===== src/rtl/dtli_pkg.sv =====
// ----------------------------------------------------------------------------
// dtli_pkg
// Shared types, codes and fixed-point helpers of the dual table interpolator.
// ----------------------------------------------------------------------------
package dtli_pkg;

   localparam int SAT_W      = 18;
   localparam int Q_W        = 32;
   localparam int MUL_W      = 33;
   localparam int PROD_W     = 2 * MUL_W;
   localparam int DIV_NUM_W  = 53;
   localparam int DIV_DEN_W  = 18;
   localparam int DIV_Q_W    = 54;
   localparam int WIDE_W     = 56;
   localparam int SLOPE_SHIFT = 15;
   localparam int GRAD_SHIFT  = 16;

   localparam logic [1:0] MODE_EVAL  = 2'd0;
   localparam logic [1:0] MODE_WATER = 2'd1;
   localparam logic [1:0] MODE_GAS   = 2'd2;

   localparam logic [1:0] POLICY_ERROR = 2'd0;
   localparam logic [1:0] POLICY_CLAMP = 2'd1;

   localparam logic [1:0] STATUS_IN    = 2'd0;
   localparam logic [1:0] STATUS_BELOW = 2'd1;
   localparam logic [1:0] STATUS_ABOVE = 2'd2;

   localparam logic [1:0] CSR_POLICY      = 2'd0;
   localparam logic [1:0] CSR_WATER_COUNT = 2'd1;
   localparam logic [1:0] CSR_GAS_COUNT   = 2'd2;

   localparam logic signed [WIDE_W-1:0] Q_MAX_WIDE = 56'sd2147483647;
   localparam logic signed [WIDE_W-1:0] Q_MIN_WIDE = -56'sd2147483648;

   typedef enum logic [3:0] {
      ST_IDLE,
      ST_SCAN_RD,
      ST_SCAN_CMP,
      ST_DECIDE,
      ST_LO_RD,
      ST_LO_CAP,
      ST_HI_RD,
      ST_HI_CAP,
      ST_CALC,
      ST_MUL_VAL,
      ST_DIV_VAL,
      ST_DIV_SLOPE,
      ST_GRAD_MUL,
      ST_GRAD_CAP,
      ST_PHASE_DONE,
      ST_RESULT
   } state_type;

   // optional negate, then clip to the signed 32-bit range
   function automatic logic signed [Q_W-1:0] sat_q32(input logic signed [WIDE_W-1:0] x,
                                                     input logic neg);
      logic signed [WIDE_W-1:0] v;
      v = neg ? -x : x;
      if (v > Q_MAX_WIDE) begin
         return Q_MAX_WIDE[Q_W-1:0];
      end else if (v < Q_MIN_WIDE) begin
         return Q_MIN_WIDE[Q_W-1:0];
      end
      return v[Q_W-1:0];
   endfunction

   // divide by 2^16, round to nearest, ties away from zero
   function automatic logic signed [WIDE_W-1:0] round_q16(input logic signed [PROD_W-1:0] p);
      logic [PROD_W-1:0] mag;
      logic [PROD_W-1:0] q;
      mag = p[PROD_W-1] ? unsigned'(-p) : unsigned'(p);
      q   = (mag + (PROD_W'(1) << (GRAD_SHIFT - 1))) >> GRAD_SHIFT;
      return p[PROD_W-1] ? -signed'(q[WIDE_W-1:0]) : signed'(q[WIDE_W-1:0]);
   endfunction

endpackage


===== src/rtl/dtli_table.sv =====
// ----------------------------------------------------------------------------
// dtli_table
// One breakpoint/pressure table: single write port, registered read port.
// ----------------------------------------------------------------------------
module dtli_table #(
   parameter int DEPTH = 16
) (
   input  logic                                  clock,
   input  logic                                  wr_en,
   input  logic [$clog2(DEPTH)-1:0]              wr_addr,
   input  logic signed [dtli_pkg::SAT_W-1:0]     wr_point,
   input  logic signed [dtli_pkg::Q_W-1:0]       wr_value,
   input  logic [$clog2(DEPTH)-1:0]              rd_addr,
   output logic signed [dtli_pkg::SAT_W-1:0]     rd_point,
   output logic signed [dtli_pkg::Q_W-1:0]       rd_value
);
   import dtli_pkg::*;

   logic [SAT_W+Q_W-1:0] mem [DEPTH];
   logic [SAT_W+Q_W-1:0] rd_data_ff;

   always_ff @(posedge clock) begin
      if (wr_en) begin
         mem[wr_addr] <= {wr_point, wr_value};
      end
      rd_data_ff <= mem[rd_addr];
   end

   assign rd_point = signed'(rd_data_ff[SAT_W+Q_W-1:Q_W]);
   assign rd_value = signed'(rd_data_ff[Q_W-1:0]);

endmodule


===== config.mk =====
export PLATFORM = sky130hd
export DESIGN_NAME = dtli_table
export DESIGN_NICKNAME = d
export VERILOG_FILES = /design/src/rtl/dtli_pkg.sv /design/src/rtl/dtli_table.sv
export SDC_FILE = /design/constraint.sdc
export NUM_CORES = 1
export LEC_CHECK = 0
export ABC_AREA = 0
export CAP_MARGIN = 20
export CORE_MARGIN = 4
export CORE_UTILIZATION = 65
export CTS_CLUSTER_SIZE = 30
export DETAILED_ROUTE_END_ITERATION = 12
export DONT_BUFFER_PORTS = 1
export GPL_ROUTABILITY_DRIVEN = 0
export GPL_TIMING_DRIVEN = 0
export PLACE_DENSITY = 0.81
export SLEW_MARGIN = 0
export SYNTH_ARGS = -nofsm -noshare
export SYNTH_HDL_FRONTEND = slang
export SYNTH_SLANG_ARGS = --single-unit

===== constraint.sdc =====
create_clock -name clock -period 14.5 [get_ports clock]
set_input_delay 0.725 -clock clock [delete_from_list [all_inputs] [get_ports clock]]
set_output_delay 0.725 -clock clock [all_outputs]
set_load 0.005 [all_outputs]

======== Yosys cells after proc, flatten, opt, wreduce, memory -nomap -nowiden ========
Memory sizes are Yosys's and may differ from the RTL's. A register that Yosys moved wholly into a read port is not among the register bits.
Cells that the tools add are included.
operators by class
  muxes and demuxes ....................... 2
operators by type and width
  cell               number
  two-way mux 1 bit  2
storage, ports and cells
  input port bits ......................... 60
  logic and storage cells ................. 3
  output and inout bits ................... 50
  bits in registers ....................... 0
  bits in writable memories ............... 800
  memories kept ........................... 1
memory list
  memory  words  bits a word  rd ports  clocked after Yosys merged registers in  write ports  line              source
  mem     16     50           1         1                                        1            dtli_table.sv:19  logic [SAT_W+Q_W-1:0] mem [DEPTH];

======== Longest topological paths before layout ========
  word-level depth ........................ 2
  gate-level depth with buffers ........... 5

======== Worst setup path after synthesis ========
OpenSTA, ideal clock, no wires.
  path kind ............................... input -> register
  from .................................... input port wr_addr[2]
  to ...................................... memory mem[0][0] in the netlist's numbering (enable)
  data arrival time ....................... 4650 ps
  library setup time ...................... 520 ps
  path buffers ............................ 0
  cell stages on the path ................. 2
  setup slack ............................. 9330 ps
  cells stage by stage .................... or3b_2 -> nor3_1
RTL lines
  element      line              source
  from (decl)  dtli_table.sv:10  input logic [$clog2(DEPTH)-1:0] wr_addr,
  to (decl)    dtli_table.sv:19
No word-level cell before the write port.

======== Final worst setup path ========
  from .................................... input port wr_addr[3]
  to ...................................... memory mem[4][32] in the netlist's numbering (enable)
No word-level cell before the write port.

==> results.yml <==
worst_setup_path:
  critPathKind: "in2reg"
  critical-path-top-delay-family: "simple AND/OR/NAND/NOR gates"
  path_common_cell: "buf_6"
  critPathBufInv: 4
  critical-path-max-stage-delay_ns: 0.82
  crit_required_ns: 14.83
  critical_path_arrival_ns: 2.75
  path_max_fanout: 9
  cp-start-kind: "input pin"
  path_cells: "nand3b_1 > nor3_2 > buf_6 > buf_6 > buf_6 > buf_6"
  end_kind: "flip-flop"
  cpMaxStageDelayCell: "nor3_2"
synthesis:
  muxShareOfSynthArea: 0.146
  synth-seq-cells: 850
  synthArstFlopShare: 0
  synth_area_um2: 30900
  yosys.area.top_type: "edfxtp_1"
  ys_seq_area_frac: 0.810
  yosys.area_share.simple: 0.0104
  synth_top_family_by_area: "multiplexers"
  synth.most_common_cell: "edfxtp_1"
  synthTopCellsByArea: "edfxtp_1, mux4_2, dfxtp_1"
  ys_warn_count: 0
  syn-instance-count: 1294
  syn_nets: 1354
  synth-xor-area-share: 0
  synth-compound-area-share: 0.0243
  ys_types: 17
  synthAdderAreaFrac: 0
  syn_area_per_cell_um2: 23.9
  synth_enable_flop_cells: 800
  synth_top_cells_by_count: "edfxtp_1, mux4_2, a22oi_1"
  synthFlopType: "edfxtp_1"
  yosysTopAreaCellShare: 0.777
clock_network:
  cts_max_path_buffers: 3
  postCtsSetupBuffers: 0
  cts.clk_slew.worst_paths_ns: 0.06
  cts_made_buffers: 80
  htree_num_levels: 3
  cts_tree: "yes"
  hold_buffers: 0
  postCtsResizedCells: 0
  insertion_delay_ns: 0.63
  cts_root_buffer: "clkbuf_16"
  clock-sinks: 850
power_and_ir_drop:
  power_density_nw_per_um2: 145
  p_leak_nw: 11.2
  power_mw: 5.09
  vdd_drop_max_mv: 0.127
routing:
  viasPerCell: 7.17
  vias: 15000
  final_antenna_net_count: 0
  drtPass1Iterations: 6
  wl_per_cell_um: 35.8
  routed_wl_mm: 75.2
  dr.first_iter.drc_count: 2535
  route.detailed.drc: 0
timing:
  worst_pin_slew_ns: 1.02
  finClkSkew_ns: 0.0194
  fin_setup_tns_ns: 0
  hold_viol_final: 0
  slew_violations: 0
  rsz0062_at_grt: "no"
  setup_viol: 0
  finalWorstSetupSlack_ns: 12.08
  slew_headroom: 0.323
  fin_crit_ns: 2.42
  fmax_ghz: 0.413
  post-route-period-util: 0.167
die:
  pin_count: 110
  core-area_um2: 46800
  fp.dieArea_um2: 51100
  die_x_um: 226
  die_h_um: 226
  rows: 79
  start_util: 0.661
finish:
  nets: 1484
  area_delta_synth_final_pct: 14.0
  finalInstanceArea_um2: 35200
  final_cells: 2099
  layout-drive-gt1-share: 0.272
outcome:
  status: "finished, final reports clean"
worst_hold_path:
  hold_class: "in2reg"
run:
  maxCapViolCount: 0
place:
  dp_cells: 1949
  port_buffers: 0
  dpl.hpwl_mm: 41.7
  pre_cts_ws_ns: 11.55
  place_area_um2: 32600
grt:
  antenna_found_initial: 1
  grtUsageTotal: 0.305
  grt-ovfl-total: 0
  grt_max_degree: 26
  grt_pass1_wl_mm: 110
  grt_pass1_vias: 15700
through the flow:
stage / utilization / hold slack, ns
5_1_grt: 0.753 / 0.160
6_report: 0.754 / 0.182
2_1_floorplan: - / 0.635
3_3_place_gp: 0.677 / 0.655
3_5_place_dp: 0.697 / 0.666
4_1_cts: 0.753 / 0.158
power breakdown:
group | total [mW] | internal [mW] | switching (mW)
registers | 2.77 | 2.75 | 0.0234
clock network | 2.12 | 1.23 | 0.896
logic | 0.202 | 0.0867 | 0.115
total | 5.09 | 4.06 | 1.03
kinds of logic (layout without fill, tap and decap cells):
| kind of cell | after synthesis | after routing |
|---|---|---|
| compound gates | 100 | 100 |
| flops | 850 | 850 |
| mux | 200 | 200 |
| other cells | 0 | 2 |
| buf+inv | 67 | 263 |
| simple gates | 77 | 77 |
flip-flops by register name, indices dropped and copies added (netlist names):
name / count
rd_data_ff: 50
mem: 800
cell usage in the layout (no fill, tap or decap), types with 2 or more instances in the layout:
cell	n
a22oi_1	100
buf_1	7
buf_12	16
buf_16	8
buf_2	19
buf_4	12
buf_6	22
bufinv_16	7
clkbuf_1	48
clkbuf_16	84
clkbuf_8	8
clkinv_1	19
clkinv_2	9
dfxtp_1	50
diode_2	2
edfxtp_1	800
mux4_2	200
nand2_1	51
nand2b_1	2
nand3b_1	2
nor2_4	12
nor2b_1	2
nor3_2	4
final cells by class:
type | count | area (µm²)
clock buffer | 109 | 2280
fill | 2278 | 11500
timing repair buffer | 48 | 803
clock inverter | 39 | 368
antenna | 2 | 5.00
tap | 607 | 759
buffer | 67 | 313
sequential | 850 | 25000
multi-input combinational | 377 | 5690
worst paths after layout:
path                              start                     end  slack (ns)  depth (start not counted)
setup / recovery             wr_addr[3]    mem[4][32]$_DFFE_PP_       12.08                          6
hold / removal             wr_value[11]   mem[15][11]$_DFFE_PP_        0.18                          0
setup reg to reg  mem[11][39]$_DFFE_PP_  rd_data_ff[39]$_DFF_P_       12.97                          3
hold reg to reg    mem[4][20]$_DFFE_PP_  rd_data_ff[20]$_DFF_P_        0.68                          3
routing by layer:
metal,wire length (µm),up-vias,global-route usage
li1,-,5792,-
met1,25200,7848,0.405
met2,38800,1172,0.505
met3,7990,230,0.0725
met4,3130,0,0.118
met5,0,-,0
worst register-to-register path: stages, from the launching register on:
cell	delay [ns]
edfxtp_1	0.42
mux4_2	0.52
a22oi_1	0.24
nand2_1	0.19
No activity file was read; power rests on OpenSTA's default activity.
