### src/rtl/dtli_pkg.sv
// ----------------------------------------------------------------------------
// dtli_pkg
// Shared types, codes and fixed-point helpers of the dual table interpolator.
// ----------------------------------------------------------------------------
package dtli_pkg;

   localparam int SAT_W      = 18;
   localparam int Q_W        = 32;
   localparam int MUL_W      = 33;
   localparam int PROD_W     = 2 * MUL_W;
   localparam int DIV_NUM_W  = 53;
   localparam int DIV_DEN_W  = 18;
   localparam int DIV_Q_W    = 54;
   localparam int WIDE_W     = 56;
   localparam int SLOPE_SHIFT = 15;
   localparam int GRAD_SHIFT  = 16;

   localparam logic [1:0] MODE_EVAL  = 2'd0;
   localparam logic [1:0] MODE_WATER = 2'd1;
   localparam logic [1:0] MODE_GAS   = 2'd2;

   localparam logic [1:0] POLICY_ERROR = 2'd0;
   localparam logic [1:0] POLICY_CLAMP = 2'd1;

   localparam logic [1:0] STATUS_IN    = 2'd0;
   localparam logic [1:0] STATUS_BELOW = 2'd1;
   localparam logic [1:0] STATUS_ABOVE = 2'd2;

   localparam logic [1:0] CSR_POLICY      = 2'd0;
   localparam logic [1:0] CSR_WATER_COUNT = 2'd1;
   localparam logic [1:0] CSR_GAS_COUNT   = 2'd2;

   localparam logic signed [WIDE_W-1:0] Q_MAX_WIDE = 56'sd2147483647;
   localparam logic signed [WIDE_W-1:0] Q_MIN_WIDE = -56'sd2147483648;

   typedef enum logic [3:0] {
      ST_IDLE,
      ST_SCAN_RD,
      ST_SCAN_CMP,
      ST_DECIDE,
      ST_LO_RD,
      ST_LO_CAP,
      ST_HI_RD,
      ST_HI_CAP,
      ST_CALC,
      ST_MUL_VAL,
      ST_DIV_VAL,
      ST_DIV_SLOPE,
      ST_GRAD_MUL,
      ST_GRAD_CAP,
      ST_PHASE_DONE,
      ST_RESULT
   } state_type;

   // optional negate, then clip to the signed 32-bit range
   function automatic logic signed [Q_W-1:0] sat_q32(input logic signed [WIDE_W-1:0] x,
                                                     input logic neg);
      logic signed [WIDE_W-1:0] v;
      v = neg ? -x : x;
      if (v > Q_MAX_WIDE) begin
         return Q_MAX_WIDE[Q_W-1:0];
      end else if (v < Q_MIN_WIDE) begin
         return Q_MIN_WIDE[Q_W-1:0];
      end
      return v[Q_W-1:0];
   endfunction

   // divide by 2^16, round to nearest, ties away from zero
   function automatic logic signed [WIDE_W-1:0] round_q16(input logic signed [PROD_W-1:0] p);
      logic [PROD_W-1:0] mag;
      logic [PROD_W-1:0] q;
      mag = p[PROD_W-1] ? unsigned'(-p) : unsigned'(p);
      q   = (mag + (PROD_W'(1) << (GRAD_SHIFT - 1))) >> GRAD_SHIFT;
      return p[PROD_W-1] ? -signed'(q[WIDE_W-1:0]) : signed'(q[WIDE_W-1:0]);
   endfunction

endpackage

### src/rtl/dtli_alu.sv
// ----------------------------------------------------------------------------
// dtli_alu
// Shared arithmetic: registered signed multiplier and a bit-serial rounding
// divider (one quotient bit per cycle).
// ----------------------------------------------------------------------------
module dtli_alu (
   input  logic                                    clock,
   input  logic                                    reset,
   input  logic signed [dtli_pkg::MUL_W-1:0]       mul_a,
   input  logic signed [dtli_pkg::MUL_W-1:0]       mul_b,
   output logic signed [dtli_pkg::PROD_W-1:0]      mul_p,
   input  logic                                    div_go,
   input  logic signed [dtli_pkg::DIV_NUM_W-1:0]   div_num,
   input  logic [dtli_pkg::DIV_DEN_W-1:0]          div_den,
   output logic                                    div_done,
   output logic signed [dtli_pkg::DIV_Q_W:0]       div_q
);
   import dtli_pkg::*;

   localparam int CNT_W = $clog2(DIV_Q_W);

   logic signed [PROD_W-1:0] prod_ff;
   logic [DIV_Q_W-1:0]       quo_ff;
   logic [DIV_DEN_W-1:0]     rem_ff;
   logic [DIV_DEN_W-1:0]     den_ff;
   logic                     neg_ff;
   logic [CNT_W-1:0]         cnt_ff;
   logic                     run_ff;
   logic                     done_ff;

   logic [DIV_NUM_W-1:0]     num_mag;
   logic [DIV_Q_W-1:0]       dividend;
   logic [DIV_DEN_W:0]       rem_sh;
   logic                     ge;
   logic [DIV_DEN_W:0]       rem_sub;

   always_comb begin
      num_mag  = div_num[DIV_NUM_W-1] ? unsigned'(-div_num) : unsigned'(div_num);
      dividend = DIV_Q_W'(num_mag) + DIV_Q_W'(div_den >> 1);
      rem_sh   = {rem_ff, quo_ff[DIV_Q_W-1]};
      ge       = rem_sh >= {1'b0, den_ff};
      rem_sub  = rem_sh - {1'b0, den_ff};
   end

   always_ff @(posedge clock) begin
      prod_ff <= mul_a * mul_b;
      if (div_go) begin
         quo_ff <= dividend;
         rem_ff <= '0;
         den_ff <= div_den;
         neg_ff <= div_num[DIV_NUM_W-1];
      end else if (run_ff) begin
         quo_ff <= {quo_ff[DIV_Q_W-2:0], ge};
         rem_ff <= ge ? rem_sub[DIV_DEN_W-1:0] : rem_sh[DIV_DEN_W-1:0];
      end
   end

   always_ff @(posedge clock) begin
      if (reset) begin
         run_ff  <= 1'b0;
         cnt_ff  <= '0;
         done_ff <= 1'b0;
      end else begin
         done_ff <= 1'b0;
         if (div_go) begin
            run_ff <= 1'b1;
            cnt_ff <= CNT_W'(DIV_Q_W - 1);
         end else if (run_ff) begin
            cnt_ff <= cnt_ff - 1'b1;
            if (cnt_ff == '0) begin
               run_ff  <= 1'b0;
               done_ff <= 1'b1;
            end
         end
      end
   end

   assign mul_p    = prod_ff;
   assign div_done = done_ff;
   assign div_q    = neg_ff ? -signed'({1'b0, quo_ff}) : signed'({1'b0, quo_ff});

endmodule

### config.mk
export PLATFORM = sky130hd
export DESIGN_NAME = dtli_alu
export DESIGN_NICKNAME = d
export VERILOG_FILES = /design/src/rtl/dtli_pkg.sv /design/src/rtl/dtli_alu.sv
export SDC_FILE = /design/constraint.sdc
export NUM_CORES = 2
export LEC_CHECK = 0
export BUFFER_PORTS_ARGS = -buffer_cell sky130_fd_sc_hd__clkbuf_2
export CAP_MARGIN = 20
export CORE_ASPECT_RATIO = 0.6
export CORE_MARGIN = 2
export CORE_UTILIZATION = 40
export CTS_BUF_LIST = sky130_fd_sc_hd__clkbuf_4 sky130_fd_sc_hd__clkbuf_8
export DETAILED_ROUTE_END_ITERATION = 8
export HOLD_SLACK_MARGIN = 0.12
export PLACE_DENSITY = 0.64
export SYNTH_ARGS = -nofsm -noshare
export SYNTH_HDL_FRONTEND = slang
export SYNTH_SLANG_ARGS = --single-unit
### constraint.sdc
create_clock -name clock -period 17.8 [get_ports clock]
set_input_delay 2.67 -clock clock [delete_from_list [all_inputs] [get_ports clock]]
set_output_delay 2.67 -clock clock [all_outputs]
set_load 0.02 [all_outputs]
### Yosys cells after proc, flatten, opt, wreduce, memory -nomap -nowiden

Index checks and enable logic that the tools add are counted.

* flip-flop bits (word level): 165
* input port bits: 140
* output and inout port bits: 122
* logic and storage cells: 32

* $add $sub $neg: 5
* multiply operators: 1
* $lt $le $gt $ge: 1
* mux-type cells: 11
* bitwise gates (word level): 1
* reductions and logical operators: 4

Operators by type and width (number)
* two-way mux 54 bit: 2
* multiplier 33 x 33 -> 66 bit: 1
* two-way mux 55 bit: 1
* negator 54 -> 55 bit: 1
* adder 53 x 17 -> 54 bit: 1
* two-way mux 53 bit: 1
* negator 53 bit: 1
* greater-or-equal comparator 19 x 18 -> 1 bit: 1
* two-way mux 18 bit: 1
* subtractor 18 bit: 1
* two-way mux 6 bit: 2
* zero test 6 bit: 1
* subtractor 6 x 1 -> 6 bit (second input constant): 1
* two-way mux 1 bit: 4
* OR reduction 3 bit: 1
* nonzero test 2 bit: 1
* OR reduction 2 bit: 1
* inverter 1 bit: 1

### Longest topological paths before layout

* depth in word-level cells: 4
* gate-level depth with buffers: 29
* depth with buffers taken out: 27

### Least setup slack after synthesis

No wires, ideal clock.

* kind: input to register
* from: input mul_a[32] in the netlist's numbering
* to: register prod_ff[64] (netlist: mul_p[64])
* setup time: 0.136 ns
* arrival: 10.589 ns
* required time: 17.664 ns
* setup slack: 7.075 ns
* stages: 25
* buffers on the path: 2
* cells stage by stage: clkbuf_1 nand2_1 inv_1 fa_1 fa_1 inv_1 fa_1 inv_1 fa_1 fa_1 fa_1 fa_1 inv_1 fa_1 inv_1 ha_1 clkbuf_1 a21o_1 a21oi_1 nand2b_1 a2111oi_0 a21oi_1 a2111oi_0 o41ai_1 xor2_1

* cells in the longest elaborated chain, start to end: 1

Ends and longest elaborated chain
* start: declaration: line dtli_alu.sv:9 `input logic signed [dtli_pkg::MUL_W-1:0] mul_a,`
* multiplier 33 x 33 -> 66 bit: line dtli_alu.sv:46 `prod_ff <= mul_a * mul_b;`
* end signal: assignment: line dtli_alu.sv:46
* end: declaration: line dtli_alu.sv:22 `logic signed [PROD_W-1:0] prod_ff;`

Every way passes these cells.
A chain may end at the register's enable or synchronous reset.

### Worst setup path after layout

* from: input mul_b[1] in the netlist's numbering
* to: register prod_ff[64] (netlist: mul_p[64])

* cells in the longest elaborated chain, start to end: 1

Ends and longest elaborated chain
* start: declaration: line dtli_alu.sv:10 `input logic signed [dtli_pkg::MUL_W-1:0] mul_b,`
* multiplier 33 x 33 -> 66 bit: line dtli_alu.sv:46

Every way passes these cells.

==> results.cfg <==
[status]
status = completed

[finish]
layout_common_cells = inv_1, fa_1, nand2_1
syn_to_final_growth_pct = 6.63
final_nets = 6955
final_common_cell = inv_1
drive_gt1_share_pct = 7.76

[logic_synthesis]
syn_area_per_cell_um2 = 9.23
yosys-top-cells-area = fa_1, inv_1, and2_1, ha_1, nand2_1
synth-seq-cells = 165
synthesis.area_um2 = 49200
synthFlopType = dfxtp_1
synth_top_area_share_pct = 46.6
ys_types = 82
synth_top_area_cell = fa_1
ys_seq_area_share_pct = 8.19
async_flop_share_pct = 0
synth_warnings = 0
netlist_instances = 5336
synth_edf_count = 73
synthesis.nets = 6879

[detailed_routing]
drtAntennaViolNets = 0
drc = 0
wl_per_cell_um = 22.5
drt_wl_total_um = 158000
drt-initial-drc-count = 3816
drt_pre_antenna_iters = 6
viasPerCell = 5.32
vias = 37514

[placed_design]
io_buffers = 261
place_congestion = 0.946
dp_hpwl_um = 128000
pre_cts_ws_ps = 5720

[setup_path]
worst_setup_path_end_kind = flop
reg2reg_slack_ps = 14490
critical_path.startpoint_type = primary input
rr_endpoint = rem_ff[14]
required_ps = 18260
crit_fanout = 33
path_class = primary input to flop
r2r_start = den_ff[1]
reg2reg_depth = 13
arrival_ps = 12180

[global_route]
grt_pass1_wl_um = 242000
grt_pass1_vias = 38566
overflow = 0
grt_max_degree = 72
antenna_found_initial = 7
grtUsageTotal_pct = 25.6

[sta]
maxSlewHeadroom_pct = 20.3
max_clock_freq_ghz = 0.0853
rsz0062_at_grt = false
finalMaxSlewViolations = 0
fin_crit_sh_pct = 65.9
fin_setup_tns_ps = 0
skew_ps = 40.2
min_period_ps = 11720
tightest_slew_ps = 1200
setup_violations = 0
whs_ps = 489
fin_ws_ps = 6080
final_hold_viol_count = 0

[floorplanning]
start_util_pct = 40.4
dieArea_um2 = 126000
core_um2 = 122000
top_level_ports = 262
die_y_um = 276
die_w_um = 457
rows = 99

[clock_tree]
ctsHoldBuffers = 0
h-tree-depth = 4
cts_setup_buffers = 0
cts.repair.resized = 0
cts_tree = yes
cts.clk_slew.worst_paths_ps = 130
clkLatencyLatePin_ps = 610
cts_root_buf = clkbuf_8
cts_num_sinks = 165
clockBufferDepth = 2
cts_buffers = 17

[hold_path]
hold_class = flop to flop
holdPathStages = 2
hold_path_end = rem_ff[17]
hold_start = rem_ff[17]

[run]
max-cap-violations = 0
-- per-stage QoR --
step	std cells	area [um2]	util, %
2_1_floorplan	5336	49200	-
3_3_place_gp	7007	52000	42.7
3_5_place_dp	7007	52000	42.7
4_1_cts	7039	52500	43.1
5_1_grt	7045	52500	43.1
6_report	7046	52500	43.1
-- kinds of logic after synthesis --
| kind of cell | synth area share [%] |
|---|---|
| and+or+nand+nor | 16.2 |
| muxes | 0.938 |
| adders and majority gates | 53.1 |
| AOI/OAI and AO/OA | 6.36 |
| buffers and inverters | 11.1 |
| DFF | 8.19 |
| xor gates and xnor gates | 4.04 |
-- cells in the mapped netlist (40+ instances only) --
cell and count:
fa_1 1147, xnor2_1 168, nor2_1 137, o21ai_0 107, inv_1 1188, and2_1 544
xor2_1 59, a21o_1 40, edfxtp_1 73, clkbuf_1 258, nand2_1 640, ha_1 256
a21oi_1 107, dfxtp_1 92
-- layer usage --
layer  share of wire, %  up-vias  global-route usage (%)
li1                   -    16182                       -
met1                 46    19134                    39.5
met2                 38     2039                    33.9
met3                 14      159                    9.37
met4                1.5        0                    4.23
met5                  0        -                       0
-- worst max path at each step --
stage | slack [ps] | from | depth (start not counted) | end
global route | 5690 | mul_b[6] | 25 | mul_p[64]
global placement | 5780 | mul_b[6] | 25 | mul_p[64]
floorplan | 7070 | mul_a[32] | 25 | mul_p[64]
finish | 6080 | mul_b[1] | 22 | mul_p[64]
CTS | 6370 | mul_b[6] | 25 | mul_p[64]
detailed placement | 5720 | mul_b[6] | 25 | mul_p[64]
-- layout make-up --
| class | instances | area [um2] |
|---|---|---|
| multi-input combinational | 3719 | 39800 |
| tap | 1616 | 2020 |
| fill | 11785 | 69300 |
| clock buffer | 17 | 234 |
| inverter | 1189 | 4460 |
| sequential | 165 | 4030 |
| antenna | 5 | 12.5 |
| timing repair buffer | 320 | 1760 |
| clock inverter | 15 | 204 |
-- registers in the layout (all words and copies together), names as in the netlist --
signal and count:
cnt_ff 6, den_ff 18, div_done 1, mul_p 66, neg_ff 1, quo_ff 54
rem_ff 18, run_ff 1
-- worst max-delay path, cell delays in order --
cell and delay (ps):
clkbuf_2 450, and2_1 390, fa_1 560, fa_1 560, fa_1 990, fa_1 560, buf_4 270, fa_1 590
fa_1 440, fa_1 550, inv_1 60, fa_1 530, inv_1 50, ha_1 400, a21o_1 190, a21oi_1 490
nand2b_1 140, a2111oi_0 450, a21oi_1 400, a2111oi_0 1020, o41ai_1 200, xor2_1 180
Power is left out: the tool's default activity adds up to more than one toggle a clock period on the data nets, which glitch-free logic cannot reach.
